### config.mk
export PLATFORM = sky130hd
export DESIGN_NAME = stream_find_replace
export DESIGN_NICKNAME = d
export VERILOG_FILES = /design/src/rtl/sfr_pkg.sv /design/src/rtl/sfr_front.sv /design/src/rtl/sfr_jobq.sv /design/src/rtl/sfr_back.sv /design/src/rtl/stream_find_replace.sv
export SDC_FILE = /design/constraint.sdc
export NUM_CORES = 1
export LEC_CHECK = 0
export BUFFER_PORTS_ARGS = -buffer_cell sky130_fd_sc_hd__buf_4
export CELL_PAD_IN_SITES_DETAIL_PLACEMENT = 1
export CELL_PAD_IN_SITES_GLOBAL_PLACEMENT = 2
export CORE_UTILIZATION = 46
export CTS_CLUSTER_DIAMETER = 120
export DETAILED_ROUTE_END_ITERATION = 8
export GPL_TIMING_DRIVEN = 0
export PLACE_DENSITY_LB_ADDON = 0.3
export SYNTH_ARGS = -nofsm -noshare
export SYNTH_HDL_FRONTEND = slang
export SYNTH_SLANG_ARGS = --single-unit
### constraint.sdc
create_clock -name clk -period 10 [get_ports clk]
set_clock_uncertainty 0.2 [all_clocks]
set_input_delay 2 -clock clk [delete_from_list [all_inputs] [get_ports clk]]
set_output_delay 2 -clock clk [all_outputs]
set_load 0.005 [all_outputs]
### src/rtl/sfr_pkg.sv
`timescale 1ns / 1ps
`default_nettype none
// ----------------------------------------------------------------------------
// sfr_pkg: shared types and constants for the stream find-and-replace block
// Holds the channel structs, the configuration bundle, the job descriptor
// that travels from the front end to the back end, and register indexes.
// ----------------------------------------------------------------------------
package sfr_pkg;

  // Widest pattern that the packed 64-bit registers can carry.
  localparam int unsigned RESULT_CAP = 8;
  localparam int unsigned BYTE_W = 8;

  localparam int unsigned MAX_PATTERN_DEFAULT = 8;
  localparam int unsigned QUEUE_DEPTH_DEFAULT = 4;

  localparam int unsigned CFG_INDEX_W = 2;
  localparam int unsigned CFG_DATA_W = 64;
  localparam int unsigned LEN_W = 4;

  localparam logic [CFG_INDEX_W-1:0] REG_SEARCH_PATTERN = 2'd0;
  localparam logic [CFG_INDEX_W-1:0] REG_SEARCH_LENGTH = 2'd1;
  localparam logic [CFG_INDEX_W-1:0] REG_REPLACEMENT_PATTERN = 2'd2;
  localparam logic [CFG_INDEX_W-1:0] REG_REPLACEMENT_LENGTH = 2'd3;

  typedef struct packed {
    logic [7:0] in_byte;
    logic       is_final;
  } in_t;

  typedef struct packed {
    logic [7:0] out_byte;
    logic       byte_valid;
    logic       run_last;
    logic       string_end;
  } out_t;

  typedef struct packed {
    logic [CFG_DATA_W-1:0] search_pattern;
    logic [LEN_W-1:0]      search_length;
    logic [CFG_DATA_W-1:0] replacement_pattern;
    logic [LEN_W-1:0]      replacement_length;
  } cfg_t;

  // One job: the ordered bytes that a single input transaction produces.
  typedef struct packed {
    logic [RESULT_CAP-1:0][BYTE_W-1:0] bytes;
    logic [LEN_W-1:0]                  count;
    logic                              byte_valid;
    logic                              is_final;
  } job_t;

endpackage : sfr_pkg
`default_nettype wire

### src/rtl/sfr_front.sv
`timescale 1ns / 1ps
`default_nettype none
// ----------------------------------------------------------------------------
// sfr_front: window keeper and match classifier
// Holds the unsettled bytes, compares the window against the pattern and
// turns each accepted input transaction into at most one job.
// ----------------------------------------------------------------------------
module sfr_front #(
  parameter int unsigned MAX_PATTERN = sfr_pkg::MAX_PATTERN_DEFAULT
) (
  input  wire logic          clk,
  input  wire logic          rst_n,
  input  wire logic          accept,
  input  wire sfr_pkg::in_t  in_data,
  input  wire sfr_pkg::cfg_t cfg,
  output logic               job_push,
  output sfr_pkg::job_t      job
);
  import sfr_pkg::*;

  localparam int unsigned CAP = (MAX_PATTERN < RESULT_CAP) ? MAX_PATTERN : RESULT_CAP;
  localparam int unsigned HD = CAP - 1;
  localparam int unsigned CW = (HD > 1) ? $clog2(HD + 1) : 1;
  localparam logic [LEN_W-1:0] CAP_L = LEN_W'(CAP);
  localparam logic [LEN_W-1:0] RCAP_L = LEN_W'(RESULT_CAP);

  logic [BYTE_W-1:0] held_r   [HD];
  logic [BYTE_W-1:0] held_nxt [HD];
  logic [CW-1:0]     held_cnt_r, held_cnt_nxt;

  logic [RESULT_CAP-1:0][BYTE_W-1:0] win;
  logic [LEN_W-1:0] n, len, rlen, count;
  logic             match, emit_one, shift;

  always_comb begin
    len  = (cfg.search_length > CAP_L) ? CAP_L : cfg.search_length;
    rlen = (cfg.replacement_length > RCAP_L) ? RCAP_L : cfg.replacement_length;
    n    = LEN_W'(held_cnt_r) + LEN_W'(1);

    // Window: held bytes, oldest first, then the new byte.
    win = '0;
    for (int i = 0; i < HD; i++) begin
      win[i] = held_r[i];
    end
    for (int i = 0; i < CAP; i++) begin
      if (LEN_W'(i) == n - LEN_W'(1)) begin
        win[i] = in_data.in_byte;
      end
    end

    match = (len != '0) && (n == len);
    for (int i = 0; i < RESULT_CAP; i++) begin
      if (LEN_W'(i) < len && win[i] != cfg.search_pattern[BYTE_W*i +: BYTE_W]) begin
        match = 1'b0;
      end
    end

    emit_one = (len != '0) && !match && (n >= len);
    shift    = emit_one;

    // On the final byte everything left in the window follows the emitted byte,
    // so the job is the window itself unless a match replaced it.
    if (match) begin
      count = rlen;
    end else if (in_data.is_final || len == '0) begin
      count = n;
    end else if (emit_one) begin
      count = LEN_W'(1);
    end else begin
      count = '0;
    end

    job.bytes      = match ? cfg.replacement_pattern : win;
    job.count      = count;
    job.byte_valid = 1'b1;
    job.is_final   = in_data.is_final;
    if (count == '0) begin
      // Bare end marker for a final byte that emits nothing.
      job.bytes      = '0;
      job.count      = LEN_W'(1);
      job.byte_valid = 1'b0;
    end
    job_push = accept && (count != '0 || in_data.is_final);

    for (int i = 0; i < HD; i++) begin
      held_nxt[i] = shift ? win[i + 1] : win[i];
    end
    if (in_data.is_final || match || len == '0) begin
      held_cnt_nxt = '0;
    end else if (shift) begin
      held_cnt_nxt = CW'(n - LEN_W'(1));
    end else begin
      held_cnt_nxt = CW'(n);
    end
  end

  always_ff @(posedge clk) begin
    if (!rst_n) begin
      held_cnt_r <= '0;
    end else if (accept) begin
      held_cnt_r <= held_cnt_nxt;
    end
  end

  always_ff @(posedge clk) begin
    if (accept) begin
      for (int i = 0; i < HD; i++) begin
        held_r[i] <= held_nxt[i];
      end
    end
  end

endmodule : sfr_front
`default_nettype wire

### src/rtl/sfr_jobq.sv
`timescale 1ns / 1ps
`default_nettype none
// ----------------------------------------------------------------------------
// sfr_jobq: job queue between front end and back end
// A small first-in first-out buffer of job descriptors.
// ----------------------------------------------------------------------------
module sfr_jobq #(
  parameter int unsigned DEPTH = sfr_pkg::QUEUE_DEPTH_DEFAULT
) (
  input  wire logic          clk,
  input  wire logic          rst_n,
  input  wire logic          push,
  input  wire sfr_pkg::job_t push_job,
  input  wire logic          pop,
  output sfr_pkg::job_t      head,
  output logic               empty,
  output logic               full
);
  import sfr_pkg::*;

  localparam int unsigned PW = (DEPTH > 1) ? $clog2(DEPTH) : 1;
  localparam int unsigned CNTW = $clog2(DEPTH + 1);
  localparam logic [PW-1:0] LAST_PTR = PW'(DEPTH - 1);
  localparam logic [CNTW-1:0] DEPTH_C = CNTW'(DEPTH);

  job_t            slot_r [DEPTH];
  logic [PW-1:0]   wr_ptr_r, rd_ptr_r;
  logic [CNTW-1:0] cnt_r;
  logic            do_push, do_pop;

  assign empty   = (cnt_r == '0);
  assign full    = (cnt_r == DEPTH_C);
  assign do_push = push && !full;
  assign do_pop  = pop && !empty;
  assign head    = slot_r[rd_ptr_r];

  always_ff @(posedge clk) begin
    if (!rst_n) begin
      wr_ptr_r <= '0;
      rd_ptr_r <= '0;
      cnt_r    <= '0;
    end else begin
      if (do_push) begin
        wr_ptr_r <= (wr_ptr_r == LAST_PTR) ? '0 : wr_ptr_r + PW'(1);
      end
      if (do_pop) begin
        rd_ptr_r <= (rd_ptr_r == LAST_PTR) ? '0 : rd_ptr_r + PW'(1);
      end
      if (do_push && !do_pop) begin
        cnt_r <= cnt_r + CNTW'(1);
      end else if (do_pop && !do_push) begin
        cnt_r <= cnt_r - CNTW'(1);
      end
    end
  end

  always_ff @(posedge clk) begin
    if (do_push) begin
      slot_r[wr_ptr_r] <= push_job;
    end
  end

endmodule : sfr_jobq
`default_nettype wire

### src/rtl/sfr_back.sv
`timescale 1ns / 1ps
`default_nettype none
// ----------------------------------------------------------------------------
// sfr_back: result serializer
// Walks the bytes of the oldest job, one result transaction per pop.
// ----------------------------------------------------------------------------
module sfr_back (
  input  wire logic          clk,
  input  wire logic          rst_n,
  input  wire sfr_pkg::job_t head,
  input  wire logic          head_empty,
  output logic               head_done,
  output logic               out_empty,
  input  wire logic          out_pop,
  output sfr_pkg::out_t      out_data
);
  import sfr_pkg::*;

  localparam int unsigned IW = $clog2(RESULT_CAP);

  logic [IW-1:0]    idx_r, idx_nxt;
  logic             last, take;

  assign out_empty = head_empty;
  assign take      = out_pop && !head_empty;
  assign last      = (LEN_W'(idx_r) + LEN_W'(1) >= head.count);
  assign head_done = take && last;

  always_comb begin
    out_data.out_byte   = head.bytes[idx_r];
    out_data.byte_valid = head.byte_valid;
    out_data.run_last   = last;
    out_data.string_end = last && head.is_final;
    idx_nxt             = idx_r;
    if (take) begin
      idx_nxt = last ? '0 : idx_r + IW'(1);
    end
  end

  always_ff @(posedge clk) begin
    if (!rst_n) begin
      idx_r <= '0;
    end else begin
      idx_r <= idx_nxt;
    end
  end

endmodule : sfr_back
`default_nettype wire

### src/rtl/stream_find_replace.sv
`timescale 1ns / 1ps
`default_nettype none
// ----------------------------------------------------------------------------
// stream_find_replace: streaming non-overlapping find and replace
// Rewrites a byte string, replacing each leftmost non-overlapping occurrence
// of a search pattern (up to 8 bytes) with a replacement (0 to 8 bytes).
//
// Usage:
//   Input channel: drive in_data and raise in_push; the transaction is taken
//   at a clock edge where in_full is low. Mark the last byte of a string
//   with is_final. Result channel: while out_empty is low, out_data holds the
//   oldest result; raise out_pop to take it. run_last flags the last result
//   caused by one input byte, string_end the last result of the string.
//   Configuration: pulse cfg_we with cfg_index and cfg_wdata; write only
//   while no string is in flight. A search length of zero passes bytes
//   through. A final byte that yields no output gives one end marker with
//   byte_valid low.
// Timing:
//   The front end classifies a byte in the cycle it is taken and writes its
//   job into the queue, whose head feeds the first result. Input bytes are
//   taken one per cycle while in_full is low; a byte that yields k results
//   needs k pops, and the job queue (QUEUE_DEPTH jobs) soaks up such bursts.
//   The output serializer, one result per cycle while out_pop is high, sets
//   the sustained rate. When the receiver stalls, the queue fills and in_full
//   rises. Reset empties the queue, drops held bytes and clears all four
//   registers.
module stream_find_replace #(
  parameter int unsigned MAX_PATTERN = sfr_pkg::MAX_PATTERN_DEFAULT,
  parameter int unsigned QUEUE_DEPTH = sfr_pkg::QUEUE_DEPTH_DEFAULT
) (
  input  wire logic                             clk,
  input  wire logic                             rst_n,
  input  wire logic                             in_push,
  output logic                                  in_full,
  input  wire sfr_pkg::in_t                     in_data,
  output logic                                  out_empty,
  input  wire logic                             out_pop,
  output sfr_pkg::out_t                         out_data,
  input  wire logic                             cfg_we,
  input  wire logic [sfr_pkg::CFG_INDEX_W-1:0]  cfg_index,
  input  wire logic [sfr_pkg::CFG_DATA_W-1:0]   cfg_wdata
);
  import sfr_pkg::*;

  cfg_t cfg_r;
  logic in_accept;
  logic job_push;
  job_t job;
  job_t head;
  logic head_empty;
  logic head_done;

  // Configuration registers. Lengths keep their low four bits.
  always_ff @(posedge clk) begin
    if (!rst_n) begin
      cfg_r <= '0;
    end else if (cfg_we) begin
      unique case (cfg_index)
        REG_SEARCH_PATTERN:      cfg_r.search_pattern      <= cfg_wdata;
        REG_SEARCH_LENGTH:       cfg_r.search_length       <= cfg_wdata[LEN_W-1:0];
        REG_REPLACEMENT_PATTERN: cfg_r.replacement_pattern <= cfg_wdata;
        REG_REPLACEMENT_LENGTH:  cfg_r.replacement_length  <= cfg_wdata[LEN_W-1:0];
        default: ;
      endcase
    end
  end

  // A byte is taken whenever the job queue has room for its job.
  assign in_accept = in_push && !in_full;

  sfr_front #(
    .MAX_PATTERN(MAX_PATTERN)
  ) u_front (
    .clk     (clk),
    .rst_n   (rst_n),
    .accept  (in_accept),
    .in_data (in_data),
    .cfg     (cfg_r),
    .job_push(job_push),
    .job     (job)
  );

  sfr_jobq #(
    .DEPTH(QUEUE_DEPTH)
  ) u_jobq (
    .clk     (clk),
    .rst_n   (rst_n),
    .push    (job_push),
    .push_job(job),
    .pop     (head_done),
    .head    (head),
    .empty   (head_empty),
    .full    (in_full)
  );

  sfr_back u_back (
    .clk       (clk),
    .rst_n     (rst_n),
    .head      (head),
    .head_empty(head_empty),
    .head_done (head_done),
    .out_empty (out_empty),
    .out_pop   (out_pop),
    .out_data  (out_data)
  );

  // Results appear only after the front end has queued a job.
  a_no_spurious_result : assert property (
    @(posedge clk) disable iff (!rst_n)
    out_empty && !job_push |=> out_empty
  ) else $error("result appeared without a queued job");

  // Every accepted final byte produces at least an end marker.
  a_final_makes_job : assert property (
    @(posedge clk) disable iff (!rst_n)
    in_accept && in_data.is_final |-> job_push
  ) else $error("final byte produced no job");

  // Taking a result that is not the last of its job leaves more to take.
  a_job_continues : assert property (
    @(posedge clk) disable iff (!rst_n)
    out_pop && !out_empty && !out_data.run_last |=> !out_empty
  ) else $error("job ended before its last result");

endmodule : stream_find_replace
`default_nettype wire
==> results of run 1 <==
-- cells by family (layout without fill, tap and decap cells) --
group	after synthesis	count (layout)	synth area share (%)
and+or+nand+nor	647	647	12.6
DFF	487	487	56.1
AOI/OAI and AO/OA	367	367	12.4
buffers and inverters	184	374	3.20
muxes	170	170	12.0
xor gates and xnor gates	69	69	2.59
adders and majority gates	21	21	1.16
-- registers in the layout, summed over array words and instances, names as in the netlist, named ones only --
| signal | flops |
|---|---|
| u_jobq.slot_r | 280 |
| cfg_r | 136 |
| u_front.held_r | 56 |
| u_back.idx_r | 3 |
| u_front.held_cnt_r | 3 |
| u_jobq.cnt_r | 3 |
| u_jobq.rd_ptr_r | 2 |
| u_jobq.wr_ptr_r | 2 |
-- final cells by class --
class	count	area, um^2
Inverter	47	176
Sequential cell	487	13100
Clock inverter	20	334
Tap cell	672	841
Clock buffer	79	1530
Timing Repair Buffer	91	776
Fill cell	5138	23300
Buffer	137	571
Multi-Input combinational cell	1274	9530
-- power breakdown --
| group | switching [uW] | internal (uW) | total, uW | leakage (uW) |
|---|---|---|---|---|
| clock network | 831 | 1270 | 2100 | 0.000905 |
| logic | 716 | 508 | 1220 | 0.00384 |
| registers | 143 | 2480 | 2620 | 0.00436 |
-- layout by cell type (no fill, tap or decap), types with 10 or more instances in the layout --
cell type,instances
a21boi_0,133
a21oi_1,32
a32o_1,10
buf_1,15
buf_2,21
buf_4,91
clkbuf_1,111
clkbuf_16,54
dfxtp_1,151
edfxtp_1,336
ha_1,20
inv_1,44
mux2_2,18
mux2i_1,63
mux4_2,86
nand2_1,364
nand2b_1,31
nand3_1,17
nor2_1,92
nor2b_1,25
nor3_1,37
nor3b_1,10
o21ai_0,57
o221a_2,44
or3_1,14
xnor2_1,37
xor2_1,32
-- metrics by stage --
stage          total power [uW]  setup slack (ns)  utilization (%)
3_3_place_gp               3790              1.30             49.5
3_5_place_dp               3870              1.94             49.8
4_1_cts                    5960              2.56             53.5
2_1_floorplan              3350              3.92                -
5_1_grt                    6130              2.49             53.5
6_report                   5940              2.49             53.5
-- worst register-to-register path, stage by stage, from the launching register on --
cell	delay, ns
dfxtp_1	0.45
buf_2	0.25
inv_1	0.13
ha_1	0.45
and2b_2	0.36
o21bai_4	0.11
a32oi_4	0.39
mux2i_1	0.42
xnor2_1	0.16
a2111oi_2	0.65
nand2b_1	0.21
o32a_1	0.38
buf_2	0.21
nor2_8	0.25
mux2i_1	0.13
clkbuf_1	0.46
nor3b_1	1.08
-- worst min path at each step --
stage | end | cells past startpoint | from
6_report | cfg_r[64] | 2 | cfg_r[64]
5_1_grt | cfg_r[16] | 2 | cfg_r[16]
4_1_cts | cfg_r[64] | 2 | cfg_r[64]
3_5_place_dp | cfg_r[64] | 2 | cfg_r[64]
3_3_place_gp | cfg_r[65] | 2 | cfg_r[65]
2_1_floorplan | cfg_r[6] | 2 | cfg_r[6]
-- routing by layer --
layer | up-vias | share of wire, % | global-route usage [%]
li1 | 7484 | - | -
met1 | 8617 | 42 | 41.1
met2 | 568 | 49 | 52.1
met3 | 151 | 6.0 | 4.78
met4 | 2 | 3.6 | 11.5
met5 | - | 0.016 | 0
==> summary.txt, run 1 <==
Status
  – Outcome: completed

Synth
  – Cells after Synth: 1945
  – Leading area contributor after synthesis: edfxtp_1
  – Post-synth ARST share: 0%
  – Most frequent cells after synthesis: nand2_1, edfxtp_1, dfxtp_1, a21boi_0, clkbuf_1
  – Synth unique cells: 81
  – Syn Std Cell Area: 23400 um^2
  – Synth warn: 0
  – Syn Area/Cell: 12.0 um^2
  – Count leader, synth: nand2_1
  – Syn_nets: 2046
  – Synth Flop Type: edfxtp_1
  – Sequential fraction of the synthesis area: 56.1%
  – Number of flops mapped to enable cells by yosys: 336
  – Yosys reg bits: 487
  – Area contributors post-synth: edfxtp_1, dfxtp_1, mux4_2, nand2_1, a21boi_0
  – Synth top area share: 43.2%

Routing
  – DRC Markers: 0
  – Initial DRC count: 1619
  – Final wirelength: 79300 um
  – Number of vias per cell: 5.99
  – Antenna Nets Post-Route: 0
  – Drt wl/cell: 28.3 um
  – First-pass DRT Iterations: 5
  – Via count: 16800

Floorplanning
  – Starting Density: 46.6%
  – Io pins: 93
  – Die span in y: 227 um
  – Core Area: 50200 um^2
  – DIE AREA: 51700 um^2
  – Cell row count: 82
  – Die Wd: 227 um

Power
  – Worst vdd ir: 111 uV
  – Lkg Pwr: 0.00911 uW
  – Pwr Density: 221 nW/um^2

Worst setup path
  – CP endpoint: u_jobq.slot_r[3][41]
  – R2r endpoint: u_jobq.slot_r[3][41]
  – CP cell instances: clkbuf_1 -> inv_1 -> a222oi_1 -> o2111ai_1 -> nor4_1 -> o22ai_1 -> a2111oi_2 -> nand2b_1 -> o32a_1 -> buf_2 -> nor2_8 -> mux2i_1 -> clkbuf_1 -> nor3b_1
  – Critical path required time: 10.05 ns
  – R2R depth: 16
  – Data arrival time of the worst path: 7.56 ns
  – Crit path max fanout: 10
  – Reg2Reg Setup Slack: 3.35 ns
  – Buf/Inv on CP: 4
  – Worst path max stage delay: 1.08 ns
  – Reg2Reg Launch Point: u_front.held_cnt_r[0]
  – Crit. End Element: register
  – CP top delay family: buffers and inverters
  – Worst Setup Start Kind: input pin
  – WS Path Type: input pin to register
  – Crit-path most repeated cell: clkbuf_1
  – Critical path's slowest cell: nor3b_1
  – Critical Path Start: in_data[6]
  – WP depth: 14

Timing
  – Worst-margin pin slew: 1.23 ns
  – RSZ-0062 raised after global routing: no
  – Peak Freq: 0.133 GHz
  – TNS Setup: 0 ns
  – Setup Viol. Count Final: 0
  – Hold Slack: 0.266 ns
  – Slew Viols, Final: 0
  – Final period util: 75.1%
  – Tmin final: 7.51 ns
  – Final hold vios: 0
  – Max-slew headroom: 17.9%

Clocking
  – Clk buf depth: 3
  – # resized after CTS: 0
  – Post-CTS setup buffer count: 0
  – Hold_buf cts: 0
  – CTS sink cnt: 487
  – Clock root buffer: clkbuf_16
  – Htree depth: 2
  – Clock slew at reported path FFs: 0.06 ns
  – CTS tree: done
  – Clk_lat worst skew: 0.62 ns
  – TritonCTS Buffers: 53

Finish
  – P&R area growth vs syn: 14.9%
  – Post-route cell area: 26900 um^2
  – # nets final: 2192
  – Diodes inserted: 0
  – Share of cells above drive strength 1: 17.8%
  – Cell Count, Final, Fillers Out: 2807

Global route
  – Largest net degree at the start of global routing: 60
  – Vias in the first global route: 17200
  – Initial antenna violation count: 4
  – First-pass GRT wire length: 115000 um
  – Global-route usage over all layers: 31.2%
  – Remaining global-route overflow: 0

Min path
  – Hold crit path type: register to register

Placement
  – Placed Area: 25000 um^2
  – Post-DP HPWL: 58300 um
  – Number of I/O port buffers: 85
  – Dpl cells: 2708
  – GP Congestion: 0.917

Flow run
  – MaxCap Viol Count: 0
No activity file was read; power rests on OpenSTA's default activity.
==> inputs of run 2 (changes only) <==
--- a/config.mk
+++ b/config.mk
@@ -5,10 +5,11 @@
 export SDC_FILE = /design/constraint.sdc
 export NUM_CORES = 1
 export LEC_CHECK = 0
+export ABC_AREA = 1
 export BUFFER_PORTS_ARGS = -buffer_cell sky130_fd_sc_hd__buf_4
 export CELL_PAD_IN_SITES_DETAIL_PLACEMENT = 1
 export CELL_PAD_IN_SITES_GLOBAL_PLACEMENT = 2
-export CORE_UTILIZATION = 46
+export CORE_UTILIZATION = 39
 export CTS_CLUSTER_DIAMETER = 120
 export DETAILED_ROUTE_END_ITERATION = 8
 export GPL_TIMING_DRIVEN = 0
==> constraint.sdc (replaced) <==
create_clock -name clk -period 7.7 [get_ports clk]
set_clock_uncertainty 0.2 [all_clocks]
set_input_delay 1.54 -clock clk [delete_from_list [all_inputs] [get_ports clk]]
set_output_delay 1.54 -clock clk [all_outputs]
set_load 0.005 [all_outputs]
==> run 2 against run 1 <==
Net effect: cell count rose by 24%; count of clock-buffer cells in the layout fell by 14; routed wire length rose by 11%; clock power rose by 23%; cell area fell by 0.92%; hold slack got worse by 0.0069 ns; combinational power rose to 2.6 times the previous value; critical path type is now register to output pin; largest cell class unchanged; highest routed layer is now met4.
==> summary.txt, run 2 <==
Placement
  – Dpl cells: 3380 (+25%)
  – Placed Area: 24900 um^2 (-0.52%)
  – Post-DP HPWL: 65800 um (+13%)
  – Number of I/O port buffers: 88 (+3.5%)
  – GP Congestion: 0.884 (-3.6%)

Routing
  – DRC Markers: 0 (unchanged)
  – Number of vias per cell: 5.61 (-6.4%)
  – Top sig layer: met4
  – Via count: 19500 (+16%)
  – Drt wl/cell: 25.3 um (-10%)
  – WL met1: 36900 um (+11%)
  – Antenna Nets Post-Route: 0 (unchanged)
  – Met3 wire len: 4910 um (+3.9%)
  – Initial DRC count: 1481 (-8.5%)
  – First-pass DRT Iterations: 5 (unchanged)
  – Final wirelength: 88100 um (+11%)
  – Met2 WL: 43000 um (+12%)

Synth
  – Area contributors post-synth: edfxtp_1, dfxtp_1, nand2_1, nor2_1, o21ai_0
  – Cells after Synth: 2517 (+29%)
  – Count leader, synth: nand2_1
  – Post-synth ARST share: 0% (unchanged)
  – Syn_nets: 2618 (+28%)
  – Number of flops mapped to enable cells by yosys: 336 (unchanged)
  – Sequential fraction of the synthesis area: 57.0% (+0.88 points)
  – Synth unique cells: 45 (-44%)
  – Yosys reg bits: 487 (unchanged)
  – Syn Std Cell Area: 23000 um^2 (-1.6%)
  – Synth warn: 0 (unchanged)
  – Leading area contributor after synthesis: edfxtp_1
  – Most frequent cells after synthesis: nand2_1, nor2_1, edfxtp_1, o21ai_0, dfxtp_1
  – Synth Flop Type: edfxtp_1
  – Synth top area share: 43.8% (+0.68 points)
  – Syn Area/Cell: 9.14 um^2 (-24%)

Worst setup path
  – Worst Setup Start Kind: register
  – WS Path Type: register to output pin
  – R2R depth: 26 (+10)
  – Reg2Reg Launch Point: u_front.held_cnt_r[0]
  – Crit path max fanout: 10 (unchanged)
  – R2r endpoint: u_jobq.slot_r[2][44]
  – Reg2Reg Setup Slack: 1.61 ns (-1.74 ns)
  – Data arrival time of the worst path: 4.54 ns (-3.02 ns)
  – Crit. End Element: output pin
  – Critical path required time: 5.96 ns (-4.09 ns)
  – Worst path max stage delay: 0.55 ns (-0.53 ns)
  – CP endpoint: out_data[1]
  – Crit-path most repeated cell: clkbuf_1
  – CP cell instances: clkbuf_1 -> clkbuf_1 -> clkbuf_1 -> clkbuf_1 -> nand2_1 -> a32o_1 -> ha_1 -> inv_1 -> nor2_1 -> o211ai_1 -> nand3_1 -> buf_4 -> buf_4
  – Critical path's slowest cell: clkbuf_1

Finish
  – Most frequent cells in the layout: nand2_1, nor2_1, edfxtp_1, o21ai_0, dfxtp_1
  – Post-route cell area: 26600 um^2 (-0.92%)
  – Share of cells above drive strength 1: 12.4% (-5.5 points)
  – Top reg by flops: u_jobq.slot_r
  – Biggest regs: u_jobq.slot_r (280), cfg_r (136), u_front.held_r (56)
  – Most common cell after layout, fill and taps aside: nand2_1
  – P&R area growth vs syn: 15.7%
  – # nets final: 2771 (+26%)
  – Cell Count, Final, Fillers Out: 3480 (+24%)
  – Core Util, Final: 45.9% (-7.7 points)
  – Max reg flops: 280 (unchanged)

Floorplanning
  – Core Area: 58000 um^2 (+16%)
  – DIE AREA: 60000 um^2 (+16%)
  – Starting Density: 39.7% (-6.9 points)
  – Io pins: 93 (unchanged)
  – Die span in y: 245 um (+7.7%)
  – Die Wd: 245 um (+7.7%)
  – Cell row count: 88 (+7.3%)

Timing
  – Worst-margin pin slew: 1.26 ns (+0.0282 ns)
  – Final hold vios: 0 (unchanged)
  – Max-slew headroom: 16.0% (-1.9 points)
  – RSZ-0062 raised after global routing: no
  – TNS Setup: 0 ns (unchanged)
  – Final period util: 81.6%
  – Tmin final: 6.28 ns
  – Peak Freq: 0.159 GHz
  – Setup Viol. Count Final: 0 (unchanged)
  – Slew Viols, Final: 0 (unchanged)

Global route
  – Remaining global-route overflow: 0 (unchanged)
  – Largest net degree at the start of global routing: 59 (-1.7%)
  – Global-route usage over all layers: 29.4% (-1.8 points)
  – Initial antenna violation count: 3 (-1)
  – Vias in the first global route: 20200 (+18%)
  – First-pass GRT wire length: 130000 um (+12%)

Power
  – Worst vdd ir: 180 uV (+62%)
  – Final Total Pwr: 9130 uW (+54%)
  – Pwr Density: 343 nW/um^2 (+55%)
  – Lkg Pwr: 0.0103 uW (+13%)

Flow run
  – MaxCap Viol Count: 0 (unchanged)

Clocking
  – Post-CTS setup buffer count: 0 (unchanged)
  – TritonCTS Buffers: 53 (unchanged)
  – Clk_lat worst skew: 0.64 ns (+0.02 ns)
  – Htree depth: 2 (unchanged)
  – Clock root buffer: clkbuf_16
  – Hold_buf cts: 0 (unchanged)
  – Clk buf depth: 3 (unchanged)
  – # resized after CTS: 0 (unchanged)
  – CTS sink cnt: 487 (unchanged)
  – Clock slew at reported path FFs: 0.06 ns (about the same)
  – CTS tree: done

Min path
  – Hold crit path type: register to register

Status
  – Outcome: completed
run 2: changes by cell type in the layout (fill, tap and decap cells not counted), sizes merged, moves of 80 or more:
cell	before	now
nor2	94	424
nand3	17	105
nand2	365	541
a21boi	133	0
mux4	86	0
a21oi	33	113
inv	49	138
o21ai	58	323
run 2: metrics by stage:
| stage | hold WS (ns) | setup WS, ns |
|---|---|---|
| 6_report | 0.259 | 1.42 |
| 5_1_grt | 0.269 | 1.12 |
| 4_1_cts | 0.258 | 1.40 |
| 3_5_place_dp | 0.248 | 1.33 |
| 3_3_place_gp | 0.236 | -3.05 |
| 2_1_floorplan | 0.224 | 0.735 |
run 2: cell families after synthesis:
group	count (synthesis)	share of synthesized area, %
buf+inv	293	5.90
flops	487	57.0
compound gates	544	14.2
simple gates	1162	21.4
xor+xnor	10	0.381
fa+ha+maj	21	1.17
run 2: area by class of cell:
cell class / count / area (um^2)
Multi-Input combinational cell: 1737 / 8580
Clock inverter: 34 / 328
Timing Repair Buffer: 98 / 867
Antenna cell: 1 / 2.50
Sequential cell: 487 / 13100
Clock buffer: 65 / 1410
Inverter: 140 / 536
Tap cell: 765 / 957
Buffer: 153 / 825
Fill cell: 6643 / 31400
run 2: per-layer routing:
layer	vias to the layer above	track usage (%)
li1	8999	-
met1	9787	37.5
met2	583	50.8
met3	152	3.77
met4	0	11.0
met5	-	0
run 2: worst min path at each step:
stage | from | to | slack (ns) | cells past startpoint
finish | cfg_r[2] | cfg_r[2] | 0.26 | 2
global route | cfg_r[2] | cfg_r[2] | 0.27 | 2
CTS | cfg_r[2] | cfg_r[2] | 0.26 | 2
detailed placement | cfg_r[2] | cfg_r[2] | 0.25 | 2
global placement | cfg_r[0] | cfg_r[0] | 0.24 | 2
floorplan | cfg_r[0] | cfg_r[0] | 0.22 | 2
run 2: worst max-delay path: cells and delay by family, from the launching register on:
kind            cells  cell delay [ns]
buf+inv             7             2.36
compound gates      2             0.42
simple gates        3             0.30
flops               1             0.53
fa+ha+maj           1             0.29
run 2: report_power, final:
part | internal [uW] | switching, uW
clock network | 1470 | 1110
registers | 3290 | 131
logic | 913 | 2210
total | 5680 | 3450
==> inputs of run 3 (changes only) <==
--- a/config.mk
+++ b/config.mk
@@ -9,7 +9,7 @@
 export BUFFER_PORTS_ARGS = -buffer_cell sky130_fd_sc_hd__buf_4
 export CELL_PAD_IN_SITES_DETAIL_PLACEMENT = 1
 export CELL_PAD_IN_SITES_GLOBAL_PLACEMENT = 2
-export CORE_UTILIZATION = 39
+export CORE_UTILIZATION = 36
 export CTS_CLUSTER_DIAMETER = 120
 export DETAILED_ROUTE_END_ITERATION = 8
 export GPL_TIMING_DRIVEN = 0
==> constraint.sdc (replaced) <==
create_clock -name clk -period 5.5 [get_ports clk]
set_clock_uncertainty 0.2 [all_clocks]
set_input_delay 1.1 -clock clk [delete_from_list [all_inputs] [get_ports clk]]
set_output_delay 1.1 -clock clk [all_outputs]
set_load 0.005 [all_outputs]
==> run 3 against run 2 <==
Net effect: register-to-register slack worse by 1.4 ns; die area rose by 8.3%; first-iteration DRC count down 6.3%; core utilization shrank 2.9 points; flip-flop and latch count stayed put; sequential share of layout area is 0.82 points lower; hold slack got worse by 0.0043 ns; setup slack lost 1.2 ns; sequential power increased by 40%; power is 43% higher; cell area rose by 1.7%; critical endpoint is now u_jobq.slot_r[2][4].
==> summary.txt, run 3 (synthesis gave the netlist of run 2 again) <==
Worst setup path
  – Buf/Inv on CP: 5 (-2)
  – Crit-path most repeated cell: nand2_1
  – Reg2Reg Launch Point: u_front.held_cnt_r[0]
  – R2R depth: 26 (unchanged)
  – WS Path Type: register to register
  – CP top delay family: simple AND/OR/NAND/NOR gates
  – Reg2Reg Setup Slack: 0.21 ns (-1.40 ns)
  – Critical path's slowest cell: nor2_2
  – Data arrival time of the worst path: 5.34 ns (+0.80 ns)
  – Worst path max stage delay: 0.76 ns (+0.21 ns)
  – Crit path max fanout: 12 (+2)
  – Critical path required time: 5.55 ns (-0.41 ns)
  – R2r endpoint: u_jobq.slot_r[2][4]
  – Worst Setup Start Kind: register
  – Crit. End Element: register

Routing
  – Via count: 19400 (-0.59%)
  – Initial DRC count: 1388 (-6.3%)
  – Number of vias per cell: 5.42 (-3.3%)
  – Antenna Nets Post-Route: 0 (unchanged)
  – DRC Markers: 0 (unchanged)
  – Drt wl/cell: 25.0 um (-1.2%)
  – Final wirelength: 89500 um (+1.6%)
  – First-pass DRT Iterations: 5 (unchanged)

Placement
  – Post-DP HPWL: 66800 um (+1.6%)
  – Dpl cells: 3462 (+2.4%)
  – Post-Place Setup Slack: -0.537 ns (-1.87 ns)
  – GP Congestion: 0.899 (+1.7%)
  – Number of I/O port buffers: 88 (unchanged)

Min path
  – Hold Startpoint: cfg_r[2]
  – Hold-critical path depth: 2 (unchanged)
  – Hold crit path type: register to register
  – Hold Path End: cfg_r[2]

Timing
  – Worst-margin pin slew: 1.43 ns (+0.175 ns)
  – Peak Freq: 0.189 GHz
  – Tmin final: 5.29 ns
  – Final WS setup: 0.207 ns (-1.21 ns)
  – Hold Slack: 0.255 ns (-0.00432 ns)
  – RSZ-0062 raised after global routing: no
  – Final period util: 96.2%
  – Slew Viols, Final: 0 (unchanged)
  – Max-slew headroom: 4.38% (-12 points)
  – TNS Setup: 0 ns (unchanged)
  – Setup Viol. Count Final: 0 (unchanged)
  – Final hold vios: 0 (unchanged)

Floorplanning
  – Starting Density: 36.5% (-3.2 points)
  – Die Wd: 255 um (+4.1%)
  – Core Area: 63100 um^2 (+8.7%)
  – Die span in y: 255 um (+4.1%)
  – Io pins: 93 (unchanged)
  – Cell row count: 92 (+4.5%)
  – DIE AREA: 64900 um^2 (+8.3%)

Finish
  – # nets final: 2786 (+0.54%)
  – Top reg by flops: u_jobq.slot_r
  – P&R area growth vs syn: 17.7%
  – Max reg flops: 280 (unchanged)
  – Most common cell after layout, fill and taps aside: nand2_1
  – Core Util, Final: 42.9% (-2.9 points)
  – Most frequent cells in the layout: nand2_1, nor2_1, edfxtp_1, o21ai_0, dfxtp_1
  – Biggest regs: u_jobq.slot_r (280), cfg_r (136), u_front.held_r (56)
  – Cell Count, Final, Fillers Out: 3579 (+2.8%)
  – Share of cells above drive strength 1: 13.5% (+1.1 points)

Clocking
  – Htree depth: 2 (unchanged)
  – CTS tree: done
  – Clk_lat worst skew: 0.65 ns (about the same)
  – TritonCTS Buffers: 55 (+3.8%)
  – CTS sink cnt: 487 (unchanged)
  – Clock root buffer: clkbuf_16
  – Hold_buf cts: 0 (unchanged)
  – Clock slew at reported path FFs: 0.06 ns (about the same)
  – Clk buf depth: 3 (unchanged)

Power
  – Pwr Density: 483 nW/um^2 (+41%)
  – Worst vdd ir: 265 uV (+47%)
  – Lkg Pwr: 0.0105 uW (+1.4%)

Global route
  – Vias in the first global route: 19700 (-2.4%)
  – Global-route usage over all layers: 27.6% (-1.8 points)
  – Initial antenna violation count: 2 (-1)
  – Remaining global-route overflow: 0 (unchanged)
  – Largest net degree at the start of global routing: 59 (unchanged)
  – First-pass GRT wire length: 130000 um (+0.39%)

Status
  – Outcome: completed

Flow run
  – MaxCap Viol Count: 0 (unchanged)
-- run 3: cell count changes in the layout (fill, tap and decap cells not counted), moves of 3 or more --
cell	change
buf_4	+8
clkinv_2	-6
nand2_1	-5
nor2_2	+5
clkbuf_2	+4
buf_12	+3
clkbuf_8	+3
clkinv_1	-3
nand2_2	+3
-- run 3: metrics by stage --
stage	instance area, um^2	power [uW]
after floorplan	23000	7280
after global placement	24700	9030
after detailed placement	25000	9210
after CTS	27000	13100
after global routing	27100	13600
final	27100	13100
-- run 3: worst max-delay path by stage --
stage | cells past startpoint | from | end | slack [ns]
2_1_floorplan | 25 | u_front.held_cnt_r[0] | u_jobq.slot_r[0][0] | -1.12
3_3_place_gp | 24 | u_front.held_cnt_r[0] | u_jobq.slot_r[0][47] | -5.19
3_5_place_dp | 25 | u_front.held_cnt_r[0] | u_jobq.slot_r[3][53] | -0.54
4_1_cts | 30 | u_front.held_cnt_r[0] | u_jobq.cnt_r[1] | 0.02
5_1_grt | 31 | u_front.held_cnt_r[0] | u_jobq.cnt_r[1] | 0.01
6_report | 26 | u_front.held_cnt_r[0] | u_jobq.slot_r[2][4] | 0.21
-- run 3: where the power goes --
part	total [uW]	leakage [uW]	internal, uW	switching, uW
clock	3830	0.000915	2230	1600
combinational	4450	0.00517	1320	3140
sequential	4790	0.00439	4610	183
-- run 3: what timing repair did --
action                     4_1_cts  5_1_grt
pin swaps                        5        1
resized for setup               11       13
gates cloned                     3        0
buffers inserted                 6        4
setup endpoints to repair      537      183
-- run 3: area by class of cell --
cell class	instances	area (um^2)
Antenna cell	1	2.50
Buffer	152	826
Clock buffer	74	1520
Clock inverter	30	370
Fill cell	7297	36000
Inverter	140	538
Multi-Input combinational cell	1740	8660
Sequential cell	487	13100
Tap cell	846	1060
Timing Repair Buffer	109	987
-- run 3: worst reg2reg max path: stages, from the launching register on --
cell and delay (ns):
dfxtp_4 0.42, inv_2 0.10, ha_2 0.34, nor2_1 0.16
nand4_1 0.10, nand2_1 0.16, buf_6 0.21, buf_6 0.17
nand4_1 0.25, nand2_1 0.24, nand2_1 0.07, nand2_1 0.07
nand2_1 0.08, inv_1 0.06, nand2_1 0.05, nor2_2 0.19
nor2_1 0.07, nor2_1 0.09, nand2_1 0.15, nand2_4 0.14
nand3_1 0.12, o21ai_4 0.25, nor2_4 0.08, nand3_2 0.13
nand2_8 0.08, buf_4 0.17, nor2_2 0.76
-- run 3: layer usage --
metal  part of all wire [%]  routed length (um)  vias up  global-route usage (%)
met4                    3.3                2940        0                    9.67
met3                    5.5                4910      143                    3.76
met1                     43               38500     9668                    35.8
li1                       -                   -     9030                       -
met5                      0                   0        -                       0
met2                     48               43200      564                    47.2
